[config.mk]
export PLATFORM = sky130hd
export DESIGN_NAME = msp_v1_v2_frame_parser
export DESIGN_NICKNAME = d
export VERILOG_FILES = /design/src/hdl/mspfp_pkg.sv /design/src/hdl/mspfp_core.sv /design/src/hdl/msp_v1_v2_frame_parser.sv
export VERILOG_INCLUDE_DIRS = /design/src /design/src/hdl
export SDC_FILE = /design/constraint.sdc
export NUM_CORES = 1
export LEC_CHECK = 0
export BUFFER_PORTS_ARGS = -buffer_cell sky130_fd_sc_hd__buf_2
export CORE_MARGIN = 2
export CORE_UTILIZATION = 64
export DETAILED_ROUTE_END_ITERATION = 12
export GPL_ROUTABILITY_DRIVEN = 0
export PLACE_DENSITY = 0.91
export SLEW_MARGIN = 20
export SYNTH_ARGS = -nofsm -noshare
export SYNTH_HDL_FRONTEND = slang
export SYNTH_HIERARCHICAL = 1
export SYNTH_SLANG_ARGS = --single-unit
[constraint.sdc]
create_clock -name i_clk -period 23.2 [get_ports i_clk]
set_clock_uncertainty 0.05 [all_clocks]
set_input_delay 2.32 -clock i_clk [delete_from_list [all_inputs] [get_ports i_clk]]
set_output_delay 2.32 -clock i_clk [all_outputs]
set_load 0.02 [all_outputs]
[src/hdl/msp_v1_v2_frame_parser_assert.svh]
// assertion helpers for the msp frame parser
`ifndef MSP_V1_V2_FRAME_PARSER_ASSERT_SVH
`define MSP_V1_V2_FRAME_PARSER_ASSERT_SVH

// same-cycle implication, checked outside reset
`define MSPFP_ASSERT_IMP(name, clk, rst_n, ante, cons, msg) \
    name: assert property (@(posedge clk) disable iff (!(rst_n)) (ante) |-> (cons)) \
        else $error(msg);

// next-cycle implication, checked outside reset
`define MSPFP_ASSERT_NXT(name, clk, rst_n, ante, cons, msg) \
    name: assert property (@(posedge clk) disable iff (!(rst_n)) (ante) |=> (cons)) \
        else $error(msg);

`endif

[src/hdl/mspfp_pkg.sv]
package mspfp_pkg;

    localparam int unsigned DEF_MAX_PAYLOAD = 256;
    localparam logic [15:0] DEF_IDLE_TIMEOUT = 16'd1000;

    // framing characters, jumbo length marker and crc polynomial
    localparam logic [7:0] CH_DOLLAR  = 8'h24;
    localparam logic [7:0] CH_V1      = 8'h4D;
    localparam logic [7:0] CH_V2      = 8'h58;
    localparam logic [7:0] CH_DIR_IN  = 8'h3C;
    localparam logic [7:0] JUMBO_LEN  = 8'hFF;
    localparam logic [7:0] CRC_POLY   = 8'hD5;

    // op codes
    localparam logic OP_BYTE = 1'b0;
    localparam logic OP_TICK = 1'b1;

    // protocol versions
    localparam logic [1:0] VER_NONE = 2'd0;
    localparam logic [1:0] VER_V1   = 2'd1;
    localparam logic [1:0] VER_V2   = 2'd2;

    typedef enum logic [3:0] {
        PH_IDLE     = 4'd0,
        PH_PROTO    = 4'd1,
        PH_DIR      = 4'd2,
        PH_FLAG2    = 4'd3,
        PH_LEN1     = 4'd4,
        PH_CODE1    = 4'd5,
        PH_CODEJ    = 4'd6,
        PH_JLEN_LO  = 4'd7,
        PH_JLEN_HI  = 4'd8,
        PH_CODE2_LO = 4'd9,
        PH_CODE2_HI = 4'd10,
        PH_LEN2_LO  = 4'd11,
        PH_LEN2_HI  = 4'd12,
        PH_PAYLOAD  = 4'd13,
        PH_CHECK    = 4'd14
    } t_phase;

    typedef struct packed {
        logic       op;
        logic [7:0] data_byte;
    } t_in_word;

    typedef struct packed {
        logic        consumed;
        logic        msp_mode;
        logic        payload_valid;
        logic [7:0]  payload_byte;
        logic [7:0]  payload_index;
        logic        frame_ok;
        logic        checksum_error;
        logic        overflow_error;
        logic [15:0] command_id;
        logic [15:0] payload_length;
        logic [1:0]  protocol_version;
        logic [7:0]  v2_flags;
    } t_out_word;

    // crc-8 dvb-s2, one byte, msb first
    function automatic logic [7:0] crc8_dvb_s2(input logic [7:0] crc, input logic [7:0] b);
        logic [7:0] c;
        c = crc ^ b;
        for (int i = 0; i < 8; i++) begin
            c = c[7] ? ((c << 1) ^ CRC_POLY) : (c << 1);
        end
        return c;
    endfunction

endpackage

[src/hdl/mspfp_core.sv]
module mspfp_core #(
    parameter int unsigned MAX_PAYLOAD = mspfp_pkg::DEF_MAX_PAYLOAD
) (
    input  logic                 i_clk,
    input  logic                 i_rst_n,
    input  logic                 i_step,
    input  mspfp_pkg::t_in_word  i_word,
    input  logic [15:0]          i_idle_timeout,
    output mspfp_pkg::t_out_word o_result
);

    localparam int unsigned CNT_W = $clog2(MAX_PAYLOAD + 1);

    mspfp_pkg::t_phase r_phase, n_phase;
    logic [7:0]        r_check, n_check;
    logic [15:0]       r_cmd, n_cmd;
    logic [15:0]       r_exp_len, n_exp_len;
    logic [CNT_W-1:0]  r_count, n_count;
    logic [1:0]        r_ver, n_ver;
    logic [7:0]        r_flag, n_flag;
    logic              r_mode, n_mode;
    logic [15:0]       r_idle_cnt, n_idle_cnt;

    logic [7:0]        b;
    logic [7:0]        fold_val;
    logic [15:0]       idle_inc;
    logic              tick_timeout;
    logic [CNT_W-1:0]  count_inc;
    logic [15:0]       count_ext;
    logic              buf_full;
    logic              last_payload;
    logic [15:0]       len_hi_word;

    assign b            = i_word.data_byte;
    assign fold_val     = (r_ver == mspfp_pkg::VER_V1) ? (r_check ^ b)
                                                       : mspfp_pkg::crc8_dvb_s2(r_check, b);
    assign idle_inc     = (r_idle_cnt == 16'hFFFF) ? r_idle_cnt : r_idle_cnt + 16'd1;
    assign tick_timeout = r_mode && (idle_inc > i_idle_timeout);
    assign count_inc    = r_count + CNT_W'(1);
    assign count_ext    = 16'(r_count);
    assign buf_full     = (r_count >= CNT_W'(MAX_PAYLOAD));
    assign last_payload = (16'(count_inc) >= r_exp_len);
    assign len_hi_word  = {b, r_exp_len[7:0]};

    // next phase
    always_comb begin
        n_phase = r_phase;
        if (i_word.op == mspfp_pkg::OP_TICK) begin
            if (tick_timeout) begin
                n_phase = mspfp_pkg::PH_IDLE;
            end
        end else begin
            unique case (r_phase)
                mspfp_pkg::PH_IDLE: begin
                    n_phase = (b == mspfp_pkg::CH_DOLLAR) ? mspfp_pkg::PH_PROTO
                                                          : mspfp_pkg::PH_IDLE;
                end
                mspfp_pkg::PH_PROTO: begin
                    n_phase = (b == mspfp_pkg::CH_V1 || b == mspfp_pkg::CH_V2)
                              ? mspfp_pkg::PH_DIR : mspfp_pkg::PH_IDLE;
                end
                mspfp_pkg::PH_DIR: begin
                    if (b != mspfp_pkg::CH_DIR_IN) begin
                        n_phase = mspfp_pkg::PH_IDLE;
                    end else if (r_ver == mspfp_pkg::VER_V1) begin
                        n_phase = mspfp_pkg::PH_LEN1;
                    end else begin
                        n_phase = mspfp_pkg::PH_FLAG2;
                    end
                end
                mspfp_pkg::PH_FLAG2:    n_phase = mspfp_pkg::PH_CODE2_LO;
                mspfp_pkg::PH_LEN1: begin
                    n_phase = (b == mspfp_pkg::JUMBO_LEN) ? mspfp_pkg::PH_CODEJ
                                                          : mspfp_pkg::PH_CODE1;
                end
                mspfp_pkg::PH_CODE1: begin
                    n_phase = (r_exp_len != 16'd0) ? mspfp_pkg::PH_PAYLOAD
                                                   : mspfp_pkg::PH_CHECK;
                end
                mspfp_pkg::PH_CODEJ:    n_phase = mspfp_pkg::PH_JLEN_LO;
                mspfp_pkg::PH_JLEN_LO:  n_phase = mspfp_pkg::PH_JLEN_HI;
                mspfp_pkg::PH_CODE2_LO: n_phase = mspfp_pkg::PH_CODE2_HI;
                mspfp_pkg::PH_CODE2_HI: n_phase = mspfp_pkg::PH_LEN2_LO;
                mspfp_pkg::PH_LEN2_LO:  n_phase = mspfp_pkg::PH_LEN2_HI;
                mspfp_pkg::PH_JLEN_HI,
                mspfp_pkg::PH_LEN2_HI: begin
                    n_phase = (len_hi_word != 16'd0) ? mspfp_pkg::PH_PAYLOAD
                                                     : mspfp_pkg::PH_CHECK;
                end
                mspfp_pkg::PH_PAYLOAD: begin
                    if (buf_full) begin
                        n_phase = mspfp_pkg::PH_IDLE;
                    end else if (last_payload) begin
                        n_phase = mspfp_pkg::PH_CHECK;
                    end
                end
                mspfp_pkg::PH_CHECK:    n_phase = mspfp_pkg::PH_IDLE;
                default:                n_phase = mspfp_pkg::PH_IDLE;
            endcase
        end
    end

    // frame registers and result word
    always_comb begin
        logic report;
        report     = 1'b0;
        n_check    = r_check;
        n_cmd      = r_cmd;
        n_exp_len  = r_exp_len;
        n_count    = r_count;
        n_ver      = r_ver;
        n_flag     = r_flag;
        n_mode     = r_mode;
        n_idle_cnt = r_idle_cnt;
        o_result   = '0;

        if (i_word.op == mspfp_pkg::OP_TICK) begin
            n_idle_cnt = idle_inc;
            if (tick_timeout) begin
                n_mode = 1'b0;
            end
        end else begin
            n_idle_cnt        = '0;
            o_result.consumed = 1'b1;
            unique case (r_phase)
                mspfp_pkg::PH_IDLE: begin
                    n_check   = '0;
                    n_cmd     = '0;
                    n_exp_len = '0;
                    n_count   = '0;
                    n_ver     = mspfp_pkg::VER_NONE;
                    n_flag    = '0;
                    o_result.consumed = (b == mspfp_pkg::CH_DOLLAR);
                end
                mspfp_pkg::PH_PROTO: begin
                    n_check = '0;
                    if (b == mspfp_pkg::CH_V1) begin
                        n_ver = mspfp_pkg::VER_V1;
                    end else if (b == mspfp_pkg::CH_V2) begin
                        n_ver = mspfp_pkg::VER_V2;
                    end else begin
                        o_result.consumed = 1'b0;
                    end
                end
                mspfp_pkg::PH_DIR: begin
                    if (b == mspfp_pkg::CH_DIR_IN) begin
                        n_mode = 1'b1;
                    end else begin
                        o_result.consumed = 1'b0;
                    end
                end
                mspfp_pkg::PH_FLAG2: begin
                    n_flag  = b;
                    n_check = fold_val;
                end
                mspfp_pkg::PH_LEN1,
                mspfp_pkg::PH_JLEN_LO,
                mspfp_pkg::PH_LEN2_LO: begin
                    n_exp_len = {8'h00, b};
                    n_check   = fold_val;
                end
                mspfp_pkg::PH_CODE1: begin
                    n_cmd   = {8'h00, b};
                    n_check = fold_val;
                    n_count = '0;
                end
                mspfp_pkg::PH_CODEJ,
                mspfp_pkg::PH_CODE2_LO: begin
                    n_cmd   = {8'h00, b};
                    n_check = fold_val;
                end
                mspfp_pkg::PH_CODE2_HI: begin
                    n_cmd   = {b, r_cmd[7:0]};
                    n_check = fold_val;
                end
                mspfp_pkg::PH_JLEN_HI,
                mspfp_pkg::PH_LEN2_HI: begin
                    n_exp_len = len_hi_word;
                    n_check   = fold_val;
                    n_count   = '0;
                end
                mspfp_pkg::PH_PAYLOAD: begin
                    if (buf_full) begin
                        o_result.overflow_error = 1'b1;
                        report = 1'b1;
                    end else begin
                        o_result.payload_valid = 1'b1;
                        o_result.payload_byte  = b;
                        o_result.payload_index = count_ext[7:0];
                        n_count = count_inc;
                        n_check = fold_val;
                    end
                end
                mspfp_pkg::PH_CHECK: begin
                    o_result.frame_ok       = (r_check == b);
                    o_result.checksum_error = (r_check != b);
                    report = 1'b1;
                end
                default: begin
                end
            endcase
            if (report) begin
                o_result.command_id       = r_cmd;
                o_result.payload_length   = count_ext;
                o_result.protocol_version = r_ver;
                o_result.v2_flags         = r_flag;
            end
        end
        o_result.msp_mode = n_mode;
    end

    always_ff @(posedge i_clk) begin
        if (!i_rst_n) begin
            r_phase    <= mspfp_pkg::PH_IDLE;
            r_check    <= '0;
            r_cmd      <= '0;
            r_exp_len  <= '0;
            r_count    <= '0;
            r_ver      <= mspfp_pkg::VER_NONE;
            r_flag     <= '0;
            r_mode     <= 1'b0;
            r_idle_cnt <= '0;
        end else if (i_step) begin
            r_phase    <= n_phase;
            r_check    <= n_check;
            r_cmd      <= n_cmd;
            r_exp_len  <= n_exp_len;
            r_count    <= n_count;
            r_ver      <= n_ver;
            r_flag     <= n_flag;
            r_mode     <= n_mode;
            r_idle_cnt <= n_idle_cnt;
        end
    end

endmodule

[src/hdl/msp_v1_v2_frame_parser.sv]
// msp v1/v2 receive frame parser
//
// input channel: one word per received serial byte (op = byte) or per time
// tick (op = tick), handshake i_in_valid / o_in_stall
// output channel: exactly one result word per input word, in order,
// handshake o_out_valid / i_out_stall
// config: i_cfg_we writes i_cfg_wdata into the idle timeout (ticks), write
// only while the parser is idle; reset value is 1000
//
// an accepted word passes through the input register, then the result register, on
// its way to the output; throughput is one word per cycle while the receiver does not stall
// the parse itself is one state step per word, the crc-8 update is unrolled
// xor logic between the input and result registers
//
// reset (synchronous, active low) empties both registers, puts the parser
// in idle, terminal mode, zero idle count and restores the default timeout
// when the receiver stalls, the result register holds its word and one more
// input word is still taken into the input register; after that o_in_stall
// rises until the result is taken
`include "msp_v1_v2_frame_parser_assert.svh"

module msp_v1_v2_frame_parser #(
    parameter int unsigned MAX_PAYLOAD = mspfp_pkg::DEF_MAX_PAYLOAD
) (
    input  logic                 i_clk,
    input  logic                 i_rst_n,
    // input words
    input  logic                 i_in_valid,
    output logic                 o_in_stall,
    input  mspfp_pkg::t_in_word  i_in_word,
    // result words
    output logic                 o_out_valid,
    input  logic                 i_out_stall,
    output mspfp_pkg::t_out_word o_out_word,
    // idle timeout register
    input  logic                 i_cfg_we,
    input  logic [15:0]          i_cfg_wdata
);

    // input stage
    logic                 r_in_valid;
    mspfp_pkg::t_in_word  r_in_word;
    // result stage
    logic                 r_out_valid;
    mspfp_pkg::t_out_word r_out_word;
    // config
    logic [15:0]          r_idle_timeout;

    logic                 in_accept;
    logic                 step;     // input word moves through the parser
    mspfp_pkg::t_out_word result;

    // an input word is waiting and the result slot is free or being emptied this cycle
    assign step       = r_in_valid && (!r_out_valid || !i_out_stall);
    // stall only when both stages are full and the output is held
    assign o_in_stall = r_in_valid && r_out_valid && i_out_stall;
    assign in_accept  = i_in_valid && !o_in_stall;

    assign o_out_valid = r_out_valid;
    assign o_out_word  = r_out_word;

    mspfp_core #(
        .MAX_PAYLOAD (MAX_PAYLOAD)
    ) u_core (
        .i_clk          (i_clk),
        .i_rst_n        (i_rst_n),
        .i_step         (step),
        .i_word         (r_in_word),
        .i_idle_timeout (r_idle_timeout),
        .o_result       (result)
    );

    // control registers
    always_ff @(posedge i_clk) begin
        if (!i_rst_n) begin
            r_in_valid     <= 1'b0;
            r_out_valid    <= 1'b0;
            r_idle_timeout <= mspfp_pkg::DEF_IDLE_TIMEOUT;
        end else begin
            if (in_accept) begin
                r_in_valid <= 1'b1;
            end else if (step) begin
                r_in_valid <= 1'b0;
            end
            if (step) begin
                r_out_valid <= 1'b1;
            end else if (!i_out_stall) begin
                r_out_valid <= 1'b0;
            end
            if (i_cfg_we) begin
                r_idle_timeout <= i_cfg_wdata;
            end
        end
    end

    // payload registers, no reset needed
    always_ff @(posedge i_clk) begin
        if (in_accept) begin
            r_in_word <= i_in_word;
        end
        if (step) begin
            r_out_word <= result;
        end
    end

    // a frame report always carries a known protocol version
    `MSPFP_ASSERT_IMP(a_report_version, i_clk, i_rst_n,
        r_out_valid && (r_out_word.frame_ok || r_out_word.checksum_error ||
        r_out_word.overflow_error),
        r_out_word.protocol_version == mspfp_pkg::VER_V1 ||
        r_out_word.protocol_version == mspfp_pkg::VER_V2,
        "frame report without protocol version")
    // a payload byte never coincides with a frame report
    `MSPFP_ASSERT_IMP(a_payload_no_report, i_clk, i_rst_n,
        r_out_valid && r_out_word.payload_valid,
        !r_out_word.frame_ok && !r_out_word.checksum_error && !r_out_word.overflow_error,
        "payload byte flagged together with frame report")
    // a good frame is only seen in msp mode
    `MSPFP_ASSERT_IMP(a_ok_in_msp_mode, i_clk, i_rst_n,
        r_out_valid && r_out_word.frame_ok,
        r_out_word.msp_mode && r_out_word.consumed,
        "frame ok outside msp mode")
    // every word moved through the parser yields a result word
    `MSPFP_ASSERT_NXT(a_step_fills_result, i_clk, i_rst_n,
        step,
        r_out_valid,
        "parser step lost its result")

endmodule

==> results_dict.tcl <==
set metrics [dict create \
    cts_root_buf "clkbuf_16" \
    cts.path.max_buffers 2 \
    crit_path_end_kind "flip-flop" \
    fin_setup_tns_ns 0 \
    report.final.slew_viol_count 0 \
    clk_pin_slew_ns 0.06 \
    final_hold_viol_count 0 \
    crit_buf_inv 2 \
    vdd_drop_max_uv 50.14 \
    crit_chain "buf_2 > a21boi_4 > buf_4 > nor2b_1 > o21ai_0 > nor3_1 > nand2_1 > o21ai_0 > a22o_1" \
    timing.final.crit_share_pct 23.42 \
    rsz0062_at_grt "false" \
    area_growth_pct 12.66 \
    drt_iter0_drc 1040 \
    cts_tree "built" \
    clockPowerShare_pct 42.3 \
    grt_use_met3_pct 7.890 \
    synth_xor_area_share_pct 5.318 \
    grt.busiest_layer "met2" \
    switchingPower_mw 0.1541 \
    synth_fa_ha_area_share_pct 4.102 \
    synth_top_family_by_area "simple AND/OR/NAND/NOR gates" \
    grt_util_met1_pct 35.76 \
    synth_seq_cells 171 \
    pwr-share-comb_pct 7.5 \
    wl_per_cell_um 17.29 \
    cp_data_arrival_time_ns 5.76 \
    muxShareOfSynthArea_pct 2.652 \
    ant_nets 0 \
    rows 42 \
    cts_hold_buf 0 \
    htreeDepth 4 \
    ioPinCount 96 \
    syn_area_sq_um 8541 \
    vias_per_cell 6.123 \
    drive_gt1_share_pct 15.48 \
    die_y_um 119.5 \
    use_met2_pct 44.21 \
    synth_warnings 6 \
    final_cell_count_no_fill 1132 \
    sw_frac_of_total_pct 23.52 \
    cp.required_ns 23.53 \
    core_sq_um 13140 \
    p_per_area_nw_per_um2 68.09 \
    synth-simple-area-share_pct 21.36 \
    fin_crit_ns 5.434 \
    crit_type "in2reg" \
    synthFlopType "dfxtp_1" \
    power_mw 0.6551 \
    max_freq_ghz 0.1840 \
    setup_violations 0 \
    tightest_slew_ns 1.205 \
    antenna_found_initial 0 \
    setup_ws_ns 17.77 \
    cellLeakagePower_nw 3.665 \
    slowest_delay_ns 0.89 \
    synth-compound-area-share_pct 13.35 \
    slew_headroom_pct 18.65 \
    ys_seq_area_share_pct 48.64 \
    first_global_vias 6495 \
    worstSkewPairLatency_ns 0.44 \
    postCtsResizedCells 0 \
    sequentialPowerShare_pct 50.2 \
    cts.sinks 171 \
    dr.pass1.iters 6 \
    status "finished, final reports clean" \
    syn_inst 873 \
    wl_um 19570 \
    io_buffers 95 \
    cp_top_family "simple AND/OR/NAND/NOR gates" \
    post-cts-setup-buffers 0 \
    synth_edf_count 73 \
    cpMaxStageDelayCell "nor2b_1" \
    antenna_cells 0 \
    final_common_cell "dfxtp_1" \
    grt_max_degree 81 \
    fp.dieW_um 119.5 \
    synth_cell_types 72 \
    cp-start-kind "primary input" \
    cts_buffers 17 \
    die_area_sq_um 14290 \
    p_int_mw 0.5011 \
    async_reset_ff_share_pct 0 \
    final_cell_mix "dfxtp_1 (98), buf_2 (95), nand2_1 (75)" \
    start_util_pct 65.01 \
    grt_remaining_overflow 0 \
    drc 0 \
    vias 6931 \
    layout.nets 1001 \
    critPathMaxFanout 80 \
    hpwl_um 12310 \
    cpMostUsedCell "o21ai_0" \
    grt_pass1_wl_um 31600 \
    pre_cts_ws_ns 17.29 \
    globalRouteTotalUtil_pct 27.98 \
    dp_cells 1100 \
    syn_avg_cell_area_sq_um 9.783 \
    drv_cap 0 \
    hp-class "reg2reg" \
]
## area by class of cell
type	instances	area [sq um]
inverter	31	116.4
clock buffer	22	454.2
clock inverter	10	118.9
multi-input combinational	621	4038
timing repair buffer	101	520.5
fill	908	3516
sequential	171	4154
tap	176	220.2
## Yosys cell counts (4+ instances only)
library cell | number | area [sq um]
dfxtp_1 | 98 | 1962
nand2_1 | 75 | 281.5
edfxtp_1 | 73 | 2192
a21oi_1 | 62 | 310.3
and2_1 | 54 | 337.8
nor2_1 | 52 | 195.2
nand3_1 | 37 | 185.2
clkbuf_1 | 35 | 131.4
o21ai_0 | 33 | 165.2
xnor2_1 | 31 | 271.5
inv_1 | 30 | 112.6
ha_1 | 28 | 350.3
nor2b_1 | 22 | 137.6
a22oi_1 | 20 | 150.1
mux2i_1 | 17 | 170.2
nor3_1 | 17 | 85.08
xor2_1 | 13 | 113.9
nor4_1 | 12 | 75.07
and3_1 | 9 | 56.30
nand3b_1 | 9 | 67.56
a31oi_1 | 8 | 50.05
buf_4 | 8 | 60.06
nand4b_1 | 8 | 70.07
or3_1 | 8 | 50.05
and4_1 | 7 | 61.31
nand2b_1 | 7 | 43.79
buf_2 | 6 | 30.03
nand4_1 | 6 | 37.54
o21a_1 | 6 | 45.04
a21o_1 | 5 | 37.54
a32o_1 | 5 | 50.05
buf_1 | 5 | 18.77
mux2_2 | 5 | 56.30
o211ai_1 | 4 | 30.03
## path summary, 6_finish.rpt
check	end	depth (start not counted)	from	slack, ns
hold reg to reg	u_core/r_cmd[4]	2	u_core/r_cmd[4]	0.41
hold / removal	u_core/r_cmd[4]	2	u_core/r_cmd[4]	0.41
setup / recovery	u_core/r_check[7]	9	i_out_stall	17.77
setup reg to reg	u_core/r_phase[3]	12	u_core/r_idle_cnt[4]	19.19
## worst min-delay path, cell delays in order, from the launching register on
cell,delay (ns)
dfxtp_1,0.31
nand2_1,0.05
a21oi_1,0.05
## power groups by stage
stage | sequential, mW | combinational [mW] | clock (mW)
final | 0.329 | 0.0491 | 0.277
after global routing | 0.330 | 0.0530 | 0.292
after CTS | 0.329 | 0.0487 | 0.279
after detailed placement | 0.335 | 0.0480 | 0
after global placement | 0.335 | 0.0469 | 0
after floorplan | 0.340 | 0.0298 | 0
## metal layers
metal / vias up / routed length (um)
li1: 3275 / -
met1: 3205 / 7856
met2: 378 / 9250
met3: 73 / 1842
met4: 0 / 624
met5: - / 0
## through the flow
stage | area, sq um | utilization (%) | hold slack, ns
after global placement | 9049 | 68.88 | 0.3878
after global routing | 9622 | 73.24 | 0.4221
after detailed placement | 9049 | 68.88 | 0.3958
after floorplan | 8563 | - | 0.3773
final | 9622 | 73.24 | 0.4101
after CTS | 9622 | 73.24 | 0.4072
## state kept, by name, summed over array words and instances, names as in the netlist
| register | cells |
|---|---|
| o_out_valid | 1 |
| o_out_word | 64 |
| r_idle_timeout | 16 |
| r_in_valid | 1 |
| r_in_word | 9 |
| u_core/r_check | 8 |
| u_core/r_cmd | 16 |
| u_core/r_count | 9 |
| u_core/r_exp_len | 16 |
| u_core/r_flag | 8 |
| u_core/r_idle_cnt | 16 |
| u_core/r_mode | 1 |
| u_core/r_phase | 4 |
| u_core/r_ver | 2 |
## cell families (layout without fill, tap and decap cells)
family	after synthesis	in the layout
xor gates and xnor gates	47	47
DFF	171	171
buffers and inverters	87	164
muxes	22	22
other	1	7
adders and majority gates	28	28
and+or+nand+nor	339	339
AOI/OAI and AO/OA	178	178
(Power assumes the default switching activity.)
